File: config.mk
export PLATFORM = sky130hd
export DESIGN_NAME = first_fit_block_allocator
export DESIGN_NICKNAME = d
export VERILOG_FILES = /design/src/sv/ffba_pkg.sv /design/src/sv/first_fit_block_allocator.sv /design/src/sv/ffba_dp.sv /design/src/sv/ffba_ctrl.sv
export SDC_FILE = /design/constraint.sdc
export NUM_CORES = 2
export LEC_CHECK = 0
export ABC_AREA = 1
export BUFFER_PORTS_ARGS = -buffer_cell sky130_fd_sc_hd__buf_2
export CAP_MARGIN = 20
export CORE_MARGIN = 4
export CORE_UTILIZATION = 40
export DETAILED_ROUTE_END_ITERATION = 6
export PLACE_DENSITY_LB_ADDON = 0.15
export SYNTH_ARGS = -nofsm -noshare
export SYNTH_HDL_FRONTEND = slang
export SYNTH_HIERARCHICAL = 1
export SYNTH_SLANG_ARGS = --single-unit
File: constraint.sdc
create_clock -name clk -period 4.7 [get_ports clk]
set_clock_uncertainty 0.15 [all_clocks]
set_input_delay 0.94 -clock clk [delete_from_list [all_inputs] [get_ports clk]]
set_output_delay 0.94 -clock clk [all_outputs]
set_load 0.005 [all_outputs]
File: src/sv/ffba_pkg.sv
`default_nettype none

package ffba_pkg;

  localparam int TABLE_ENTRIES = 64;
  localparam int HEAP_BYTES    = 65536;

  localparam int IDX_W   = $clog2(TABLE_ENTRIES);
  localparam int CNT_W   = $clog2(TABLE_ENTRIES + 1);
  localparam int START_W = $clog2(HEAP_BYTES);
  localparam int LEN_W   = $clog2(HEAP_BYTES + 1);
  localparam int SIZE_W  = 17;
  localparam int ADDR_W  = 16;
  localparam int CMP_W   = (LEN_W > SIZE_W) ? LEN_W : SIZE_W;
  localparam int AW_W    = (START_W > ADDR_W) ? START_W : ADDR_W;

  localparam logic [1:0] ST_OK       = 2'd0;
  localparam logic [1:0] ST_NOFIT    = 2'd1;
  localparam logic [1:0] ST_FULL     = 2'd2;
  localparam logic [1:0] ST_NOTFOUND = 2'd3;

  localparam logic [1:0] SEL_ZERO = 2'd0;
  localparam logic [1:0] SEL_HIT  = 2'd1;
  localparam logic [1:0] SEL_NEW  = 2'd2;

  typedef struct packed {
    logic [START_W-1:0] start;
    logic [LEN_W-1:0]   len;
    logic               occ;
  } entry_t;

  typedef struct packed {
    logic       wr_init;
    logic       take_req;
    logic       scan_run;
    logic       wr_hit;
    logic       shift_init;
    logic       shift_run;
    logic       wr_new;
    logic       set_res;
    logic [1:0] res_code;
    logic [1:0] res_sel;
    logic       load_out;
  } cmd_t;

  typedef struct packed {
    logic req_alloc;
    logic zero_alloc;
    logic hit;
    logic last;
    logic exact;
    logic full;
    logic shift_done;
  } stat_t;

  function automatic logic [ADDR_W-1:0] addr_lo(input logic [START_W-1:0] s);
    logic [AW_W-1:0] w;
    w = AW_W'(s);
    return w[ADDR_W-1:0];
  endfunction

endpackage

`default_nettype wire

File: src/sv/first_fit_block_allocator.sv
// First-fit allocator over an ordered region table of TABLE_ENTRIES entries
// held in a single-port-write, single-read memory. One request at a time:
// the table is read one entry per cycle from the front until the first fit
// (allocate) or the matching start address (free), or through the last entry
// when nothing matches; a zero-size allocate is answered without a scan. An
// allocate that splits a region also moves every later entry up by one, one
// entry per cycle. The result sits in an output register; while that
// register is held by a stalled beat the block waits in its final state, and
// the next request is taken from the cycle after the result is loaded. After
// reset the block writes the initial whole-heap region before it accepts a
// request. Neighboring free regions are never merged.

`default_nettype none

module first_fit_block_allocator (
  input  logic                        clk,
  input  logic                        rst,
  input  logic                        in_valid,
  output logic                        in_stall,
  input  logic                        func,
  input  logic [ffba_pkg::SIZE_W-1:0] req_size,
  input  logic [ffba_pkg::ADDR_W-1:0] free_addr,
  output logic                        out_valid,
  input  logic                        out_stall,
  output logic [1:0]                  status,
  output logic [ffba_pkg::ADDR_W-1:0] alloc_addr
);
  import ffba_pkg::*;

  cmd_t  cmd;
  stat_t st;

  ffba_ctrl u_ctrl (
    .clk       (clk),
    .rst       (rst),
    .in_valid  (in_valid),
    .in_stall  (in_stall),
    .out_valid (out_valid),
    .out_stall (out_stall),
    .st        (st),
    .cmd       (cmd)
  );

  ffba_dp u_dp (
    .clk        (clk),
    .rst        (rst),
    .func       (func),
    .req_size   (req_size),
    .free_addr  (free_addr),
    .status     (status),
    .alloc_addr (alloc_addr),
    .cmd        (cmd),
    .st         (st)
  );

  a_no_insert_when_full: assert property (@(posedge clk) disable iff (rst)
    cmd.wr_new |-> !st.full)
    else $error("insert into a full region table");

  a_one_write_source: assert property (@(posedge clk) disable iff (rst)
    $onehot0({cmd.wr_init, cmd.wr_hit, cmd.wr_new}))
    else $error("two table writes in one cycle");

  a_no_result_overwrite: assert property (@(posedge clk) disable iff (rst)
    cmd.load_out |-> (!out_valid || !out_stall))
    else $error("output beat overwritten while stalled");

  a_take_only_when_ready: assert property (@(posedge clk) disable iff (rst)
    cmd.take_req |-> (in_valid && !in_stall))
    else $error("request latched outside an input beat");

endmodule

`default_nettype wire

File: src/sv/ffba_dp.sv
`default_nettype none

module ffba_dp (
  input  logic                          clk,
  input  logic                          rst,
  input  logic                          func,
  input  logic [ffba_pkg::SIZE_W-1:0]   req_size,
  input  logic [ffba_pkg::ADDR_W-1:0]   free_addr,
  output logic [1:0]                    status,
  output logic [ffba_pkg::ADDR_W-1:0]   alloc_addr,
  input  ffba_pkg::cmd_t                cmd,
  output ffba_pkg::stat_t               st
);
  import ffba_pkg::*;

  entry_t mem [TABLE_ENTRIES];

  logic              req_func;
  logic [SIZE_W-1:0] req_sz;
  logic [ADDR_W-1:0] req_addr;

  logic [CNT_W-1:0]  cnt;
  logic [CNT_W-1:0]  rd_idx;
  logic              ev_vld;
  logic [CNT_W-1:0]  ev_idx;
  entry_t            rd_q;

  logic [IDX_W-1:0]  hit_idx;
  entry_t            hit_ent;

  logic [CNT_W-1:0]  sh_src;
  logic              wr_pend;
  logic [IDX_W-1:0]  wr_idx;

  logic [1:0]        res_code;
  logic [ADDR_W-1:0] res_addr;

  logic              match;
  logic              issue_scan;
  logic              issue_shift;
  logic              exact;
  logic [LEN_W-1:0]  rem_len;
  logic [START_W-1:0] new_start;
  logic [CNT_W-1:0]  new_idx_w;
  logic [CNT_W-1:0]  sh_dst_w;
  logic [CNT_W-1:0]  last_idx;
  logic [IDX_W-1:0]  rd_addr;
  entry_t            hit_wr;
  entry_t            new_ent;
  entry_t            init_ent;
  logic [ADDR_W-1:0] sel_addr;

  always_comb begin
    if (req_func) begin
      match = (AW_W'(rd_q.start) == AW_W'(req_addr));
    end else begin
      match = !rd_q.occ && (CMP_W'(rd_q.len) >= CMP_W'(req_sz));
    end
  end

  assign issue_scan  = rd_idx < cnt;
  assign issue_shift = sh_src > CNT_W'(hit_idx);
  assign exact       = CMP_W'(hit_ent.len) == CMP_W'(req_sz);
  // only used on a split, where the request is below the region length
  assign rem_len     = hit_ent.len - LEN_W'(req_sz);
  assign new_start   = hit_ent.start + START_W'(rem_len);
  assign new_idx_w   = CNT_W'(hit_idx) + CNT_W'(1);
  assign sh_dst_w    = sh_src + CNT_W'(1);
  assign last_idx    = cnt - CNT_W'(1);
  assign rd_addr     = cmd.scan_run ? rd_idx[IDX_W-1:0] : sh_src[IDX_W-1:0];

  always_comb begin
    if (req_func) begin
      hit_wr = '{start: hit_ent.start, len: hit_ent.len, occ: 1'b0};
    end else if (exact) begin
      hit_wr = '{start: hit_ent.start, len: hit_ent.len, occ: 1'b1};
    end else begin
      hit_wr = '{start: hit_ent.start, len: rem_len, occ: 1'b0};
    end
  end

  assign new_ent  = '{start: new_start, len: LEN_W'(req_sz), occ: 1'b1};
  assign init_ent = '{start: '0, len: LEN_W'(HEAP_BYTES), occ: 1'b0};

  always_comb begin
    case (cmd.res_sel)
      SEL_HIT: sel_addr = addr_lo(hit_ent.start);
      SEL_NEW: sel_addr = addr_lo(new_start);
      default: sel_addr = '0;
    endcase
  end

  assign st.req_alloc  = !req_func;
  assign st.zero_alloc = !req_func && (req_sz == '0);
  assign st.hit        = ev_vld && match;
  assign st.last       = ev_vld && (ev_idx == last_idx);
  assign st.exact      = exact;
  assign st.full       = cnt == CNT_W'(TABLE_ENTRIES);
  assign st.shift_done = !issue_shift && !wr_pend;

  always_ff @(posedge clk) begin
    if (rst) begin
      cnt     <= CNT_W'(1);
      rd_idx  <= '0;
      ev_vld  <= 1'b0;
      wr_pend <= 1'b0;
    end else begin
      if (cmd.take_req) begin
        rd_idx <= '0;
        ev_vld <= 1'b0;
      end else if (cmd.scan_run) begin
        rd_idx <= rd_idx + CNT_W'(issue_scan);
        ev_vld <= issue_scan;
      end
      wr_pend <= cmd.shift_run && issue_shift;
      if (cmd.wr_new) begin
        cnt <= cnt + CNT_W'(1);
      end
    end
  end

  always_ff @(posedge clk) begin
    rd_q <= mem[rd_addr];
    if (cmd.take_req) begin
      req_func <= func;
      req_sz   <= req_size;
      req_addr <= free_addr;
    end
    if (cmd.scan_run) begin
      ev_idx <= rd_idx;
      if (st.hit) begin
        hit_idx <= ev_idx[IDX_W-1:0];
        hit_ent <= rd_q;
      end
    end
    if (cmd.shift_init) begin
      sh_src <= last_idx;
    end else if (cmd.shift_run && issue_shift) begin
      sh_src <= sh_src - CNT_W'(1);
      wr_idx <= sh_dst_w[IDX_W-1:0];
    end
    if (cmd.set_res) begin
      res_code <= cmd.res_code;
      res_addr <= sel_addr;
    end
    if (cmd.load_out) begin
      status     <= res_code;
      alloc_addr <= res_addr;
    end
  end

  // single write port: entry 0 after reset, hit entry, new entry, or a moved entry
  always_ff @(posedge clk) begin
    if (cmd.wr_init) begin
      mem[0] <= init_ent;
    end else if (cmd.wr_hit) begin
      mem[hit_idx] <= hit_wr;
    end else if (cmd.wr_new) begin
      mem[new_idx_w[IDX_W-1:0]] <= new_ent;
    end else if (wr_pend) begin
      mem[wr_idx] <= rd_q;
    end
  end

endmodule

`default_nettype wire

File: src/sv/ffba_ctrl.sv
`default_nettype none

module ffba_ctrl (
  input  logic            clk,
  input  logic            rst,
  input  logic            in_valid,
  output logic            in_stall,
  output logic            out_valid,
  input  logic            out_stall,
  input  ffba_pkg::stat_t st,
  output ffba_pkg::cmd_t  cmd
);
  import ffba_pkg::*;

  localparam logic [2:0] S_INIT   = 3'd0;
  localparam logic [2:0] S_IDLE   = 3'd1;
  localparam logic [2:0] S_SCAN   = 3'd2;
  localparam logic [2:0] S_DECIDE = 3'd3;
  localparam logic [2:0] S_SHIFT  = 3'd4;
  localparam logic [2:0] S_PLACE  = 3'd5;
  localparam logic [2:0] S_FIN    = 3'd6;

  logic [2:0] state;
  logic [2:0] state_next;
  logic       out_free;

  assign in_stall = state != S_IDLE;
  assign out_free = !out_valid || !out_stall;

  always_comb begin
    state_next = state;
    cmd        = '0;
    case (state)
      S_INIT: begin
        cmd.wr_init = 1'b1;
        state_next  = S_IDLE;
      end
      S_IDLE: begin
        if (in_valid) begin
          cmd.take_req = 1'b1;
          state_next   = S_SCAN;
        end
      end
      S_SCAN: begin
        cmd.scan_run = 1'b1;
        if (st.zero_alloc) begin
          cmd.set_res  = 1'b1;
          cmd.res_code = ST_NOFIT;
          cmd.res_sel  = SEL_ZERO;
          state_next   = S_FIN;
        end else if (st.hit) begin
          state_next = S_DECIDE;
        end else if (st.last) begin
          cmd.set_res  = 1'b1;
          cmd.res_code = st.req_alloc ? ST_NOFIT : ST_NOTFOUND;
          cmd.res_sel  = SEL_ZERO;
          state_next   = S_FIN;
        end
      end
      S_DECIDE: begin
        if (!st.req_alloc || st.exact) begin
          cmd.wr_hit   = 1'b1;
          cmd.set_res  = 1'b1;
          cmd.res_code = ST_OK;
          cmd.res_sel  = st.req_alloc ? SEL_HIT : SEL_ZERO;
          state_next   = S_FIN;
        end else if (st.full) begin
          cmd.set_res  = 1'b1;
          cmd.res_code = ST_FULL;
          cmd.res_sel  = SEL_ZERO;
          state_next   = S_FIN;
        end else begin
          // shrink the free part now, then open a slot after it
          cmd.wr_hit     = 1'b1;
          cmd.shift_init = 1'b1;
          state_next     = S_SHIFT;
        end
      end
      S_SHIFT: begin
        cmd.shift_run = 1'b1;
        if (st.shift_done) begin
          state_next = S_PLACE;
        end
      end
      S_PLACE: begin
        cmd.wr_new   = 1'b1;
        cmd.set_res  = 1'b1;
        cmd.res_code = ST_OK;
        cmd.res_sel  = SEL_NEW;
        state_next   = S_FIN;
      end
      S_FIN: begin
        if (out_free) begin
          cmd.load_out = 1'b1;
          state_next   = S_IDLE;
        end
      end
      default: begin
        state_next = S_IDLE;
      end
    endcase
  end

  always_ff @(posedge clk) begin
    if (rst) begin
      state     <= S_INIT;
      out_valid <= 1'b0;
    end else begin
      state <= state_next;
      if (cmd.load_out) begin
        out_valid <= 1'b1;
      end else if (!out_stall) begin
        out_valid <= 1'b0;
      end
    end
  end

endmodule

`default_nettype wire

==> results_dict.tcl <==
set metrics [dict create \
    ys_seq_elements 2359 \
    yosys_warnings 6 \
    dp_hpwl_mm 180.7 \
    num_vias 63820 \
    num_rows 179 \
    grt_pass1_vias 61200 \
    placed_cell_area_sq_mm 0.1046 \
    synth_area_leader_cell "edfxtp_1" \
    ys_top_cells_by_area "edfxtp_1 (72%), nor2_1 (5.3%), o21ai_0 (4.9%)" \
    clk_pin_slew_ps 60 \
    portBuffers 57 \
    dieArea_sq_mm 0.2484 \
    reg2reg_to "u_dp/mem[27][10]" \
    die_w_um 498.4 \
    syn_nets 7831 \
    drv_cap 0 \
    cts_tree "yes" \
    whs_endpoint "u_dp/req_func" \
    root_buffer "clkbuf_16" \
    antenna_found_initial 11 \
    timing.slew.headroom_pct 27.28 \
    synth.top_cell.area_share_pct 71.94 \
    synthFlopType "edfxtp_1" \
    drv_slew 0 \
    ant_nets 0 \
    finalInstanceArea_sq_mm 0.1128 \
    intPower_mw 42.48 \
    final_hold_viol_count 0 \
    arrival_ps 4850 \
    power_mw 67.52 \
    finalCritPeriodShare_pct 94.13 \
    crit_fanout 12 \
    status "finished clean" \
    syn_avg_cell_area_sq_um 12.46 \
    max_freq_ghz 0.2260 \
    hold_path.class "in -> reg" \
    worst_pin_slew_ps 1091 \
    fp.dieH_um 498.4 \
    synthDistinctLibCells 51 \
    critPathLaunchType "register" \
    grt-ovfl-total 0 \
    combPwrFrac_pct 33.0 \
    fin_nets 8099 \
    crit_path_end_kind "register" \
    wire_per_inst_um 26.54 \
    min_from "func" \
    grt_pass1_wl_mm 435.7 \
    drc 0 \
    ir_drop_mv 0.4426 \
    cts_max_level 5 \
    grt_use_total_pct 23.68 \
    seq_power_share_pct 37.8 \
    drt_first_iter_violations 7088 \
    io_pins 58 \
    final_util_pct 47.30 \
    wl_mm 300.8 \
    clock_latency_ps 920 \
    worstHoldPathCells 1 \
    fin_tns_setup_ps 0 \
    power_leakage_nw 38.03 \
    first_pass_iters 6 \
    synth-edff-count 2305 \
    cts_made_buffers 275 \
    r2r_cells 26 \
    syn_to_final_growth_pct 17.26 \
    async_flop_share_pct 0 \
    syn_area_sq_mm 0.09621 \
    power.share.clock_pct 29.2 \
    finalSetupViolCount 0 \
    r2r-start "u_dp/req_sz[9]" \
    cts_sinks 2359 \
    n_fill_cell 21110 \
    path_class "reg -> reg" \
    r2r_slack_ps 280 \
    floorplan.initialDensity_pct 40.34 \
    yosysSeqAreaShare_pct 73.06 \
    gp_congestion 0.8838 \
    switchingPower_mw 25.04 \
    synthCells 7721 \
    fin_crit_ps 4424 \
    core_sq_mm 0.2385 \
    cp.required_ps 5130 \
    drive_gt1_share_pct 11.69 \
    vias_per_cell 5.630 \
    grt_max_degree 106 \
    cts_buffer_depth 4 \
    swShare_pct 37.09 \
    power.density_mw_per_mm2 598.5 \
    rsz0062_at_grt "no" \
]
## Yosys cell counts, drive strengths merged (54+ instances only)
| cell | number |
|---|---|
| dfxtp | 54 |
| clkbuf | 284 |
| nor2 | 1363 |
| edfxtp | 2305 |
| nand2 | 772 |
| o22ai | 94 |
| o211ai | 543 |
| o21ai | 1061 |
| a21oi | 78 |
| nand3 | 478 |
| inv | 261 |
| buf | 209 |
| ha | 70 |
## final cells by class
| type | count | area, sq um | share of cell area [%] |
|---|---|---|---|
| Tap cell | 3167 | 3963 | 3.512 |
| Clock inverter | 97 | 757.0 | 0.6710 |
| Antenna cell | 1 | 2.502 | 0.002218 |
| Clock buffer | 359 | 7375 | 6.537 |
| Timing Repair Buffer | 483 | 5826 | 5.164 |
| Sequential cell | 2359 | 70300 | 62.31 |
| Multi-Input combinational cell | 4607 | 23590 | 20.91 |
| Inverter | 263 | 1008 | 0.8939 |
## routing by layer
layer	track usage, %	vias up	wire length, um
met1	34.80	32180	134100
met5	0	-	0
li1	-	28730	-
met2	35.90	2449	134200
met3	3.033	462	19970
met4	9.242	0	12520
## worst max path at each step
stage                          from               end  slack [ps]  cells past startpoint
global route         u_dp/req_sz[9]  u_dp/mem[54][20]           2                     27
finish               u_dp/req_sz[9]  u_dp/mem[27][10]         280                     26
floorplan           u_dp/req_sz[10]   u_dp/mem[16][0]        -270                     24
global placement     u_dp/req_sz[9]   u_dp/mem[43][9]        -150                     22
detailed placement   u_dp/req_sz[9]  u_dp/mem[45][16]         -20                     22
CTS                  u_dp/req_sz[9]  u_dp/mem[46][31]           5                     22
## cell families (layout without fill, tap and decap cells)
logic type,Yosys count,count (layout),synth area share [%]
AOI/OAI and AO/OA,1806,1806,11.03
xor gates and xnor gates,48,48,0.4370
adders and majority gates,72,72,0.9519
buffers and inverters,756,1202,3.262
DFF,2359,2359,73.06
muxes,1,1,0.01040
other,0,1,0
and+or+nand+nor,2679,2680,11.24
## power by group through the flow
stage / logic, mW / clock network (mW) / registers (mW)
after floorplan: 11.8 / 0 / 25.9
after CTS: 22.1 / 20.1 / 25.5
after global placement: 22.0 / 0 / 26.0
after detailed placement: 22.1 / 0 / 26.0
final: 22.3 / 19.7 / 25.5
after global routing: 23.8 / 21.0 / 25.6
## registers in the layout, summed over array words and instances (netlist names)
| name | cells |
|---|---|
| u_dp/ev_idx | 7 |
| u_dp/wr_pend | 1 |
| u_dp/cnt | 7 |
| u_dp/status | 2 |
| u_dp/mem | 2176 |
| u_dp/res_code | 2 |
| u_dp/rd_idx | 7 |
| u_dp/res_addr | 16 |
| u_dp/hit_ent | 33 |
| u_dp/req_addr | 16 |
| u_dp/wr_idx | 6 |
| u_ctrl/out_valid | 1 |
| u_dp/req_sz | 17 |
| u_dp/ev_vld | 1 |
| u_dp/sh_src | 7 |
| u_dp/rd_q | 34 |
| u_dp/alloc_addr | 16 |
| u_ctrl/state | 3 |
| u_dp/req_func | 1 |
| u_dp/hit_idx | 6 |
## cells in the final DEF, fill, tap and decap left out, drive strengths merged, types with 10 or more instances in the layout
| cell type | synthesis | final |
|---|---|---|
| xor2 | 28 | 28 |
| xnor2 | 20 | 20 |
| nand3 | 478 | 478 |
| clkinv | 2 | 79 |
| nor4 | 10 | 10 |
| or2 | 11 | 11 |
| o211ai | 543 | 543 |
| nor3 | 25 | 25 |
| bufinv | 0 | 10 |
| o21ai | 1061 | 1061 |
| inv | 261 | 266 |
| clkbuf | 284 | 359 |
| ha | 70 | 70 |
| buf | 209 | 483 |
| edfxtp | 2305 | 2305 |
| nand4 | 11 | 11 |
| a21oi | 78 | 78 |
| nor2 | 1363 | 1364 |
| o22ai | 94 | 94 |
| dfxtp | 54 | 54 |
| nand2 | 772 | 772 |
## per-stage QoR
stage / setup slack (ps) / cells / hold slack, ps
2_1_floorplan: -271.6 / 7721 / 250.3
3_3_place_gp: -152.4 / 10870 / 254.3
3_5_place_dp: -22.63 / 10880 / 254.5
4_1_cts: 4.909 / 11330 / 11.66
5_1_grt: 1.813 / 11340 / 27.14
6_report: 276.0 / 11340 / 74.69
## worst max-delay path, stage by stage (launching register included)
cell and delay (ps):
edfxtp_1 360, inv_1 70, ha_1 300, nand2_1 80, nor2_1 170, inv_1 50
or2_1 250, nor3_2 120, buf_4 170, inv_1 60, nand3_1 80, nand2_1 60
inv_1 90, nor2_1 60, nand2_1 100, inv_2 60, nor2_1 180, inv_1 80
buf_4 130, nand3_1 80, nand2_1 140, nor2_1 180, nand2_1 130, buf_12 180
buf_4 290, nor2_4 220, buf_4 240
## repair_timing
item / in CTS / in global routing
setup buffers: 0 / 0
setup endpoints to repair: 68 / 1689
gates resized for setup: 2 / 12
pin swaps: 2 / 1
gates cloned: 1 / 0
hold buffers: 0 / 0
No activity file was read; power rests on OpenSTA's default activity.
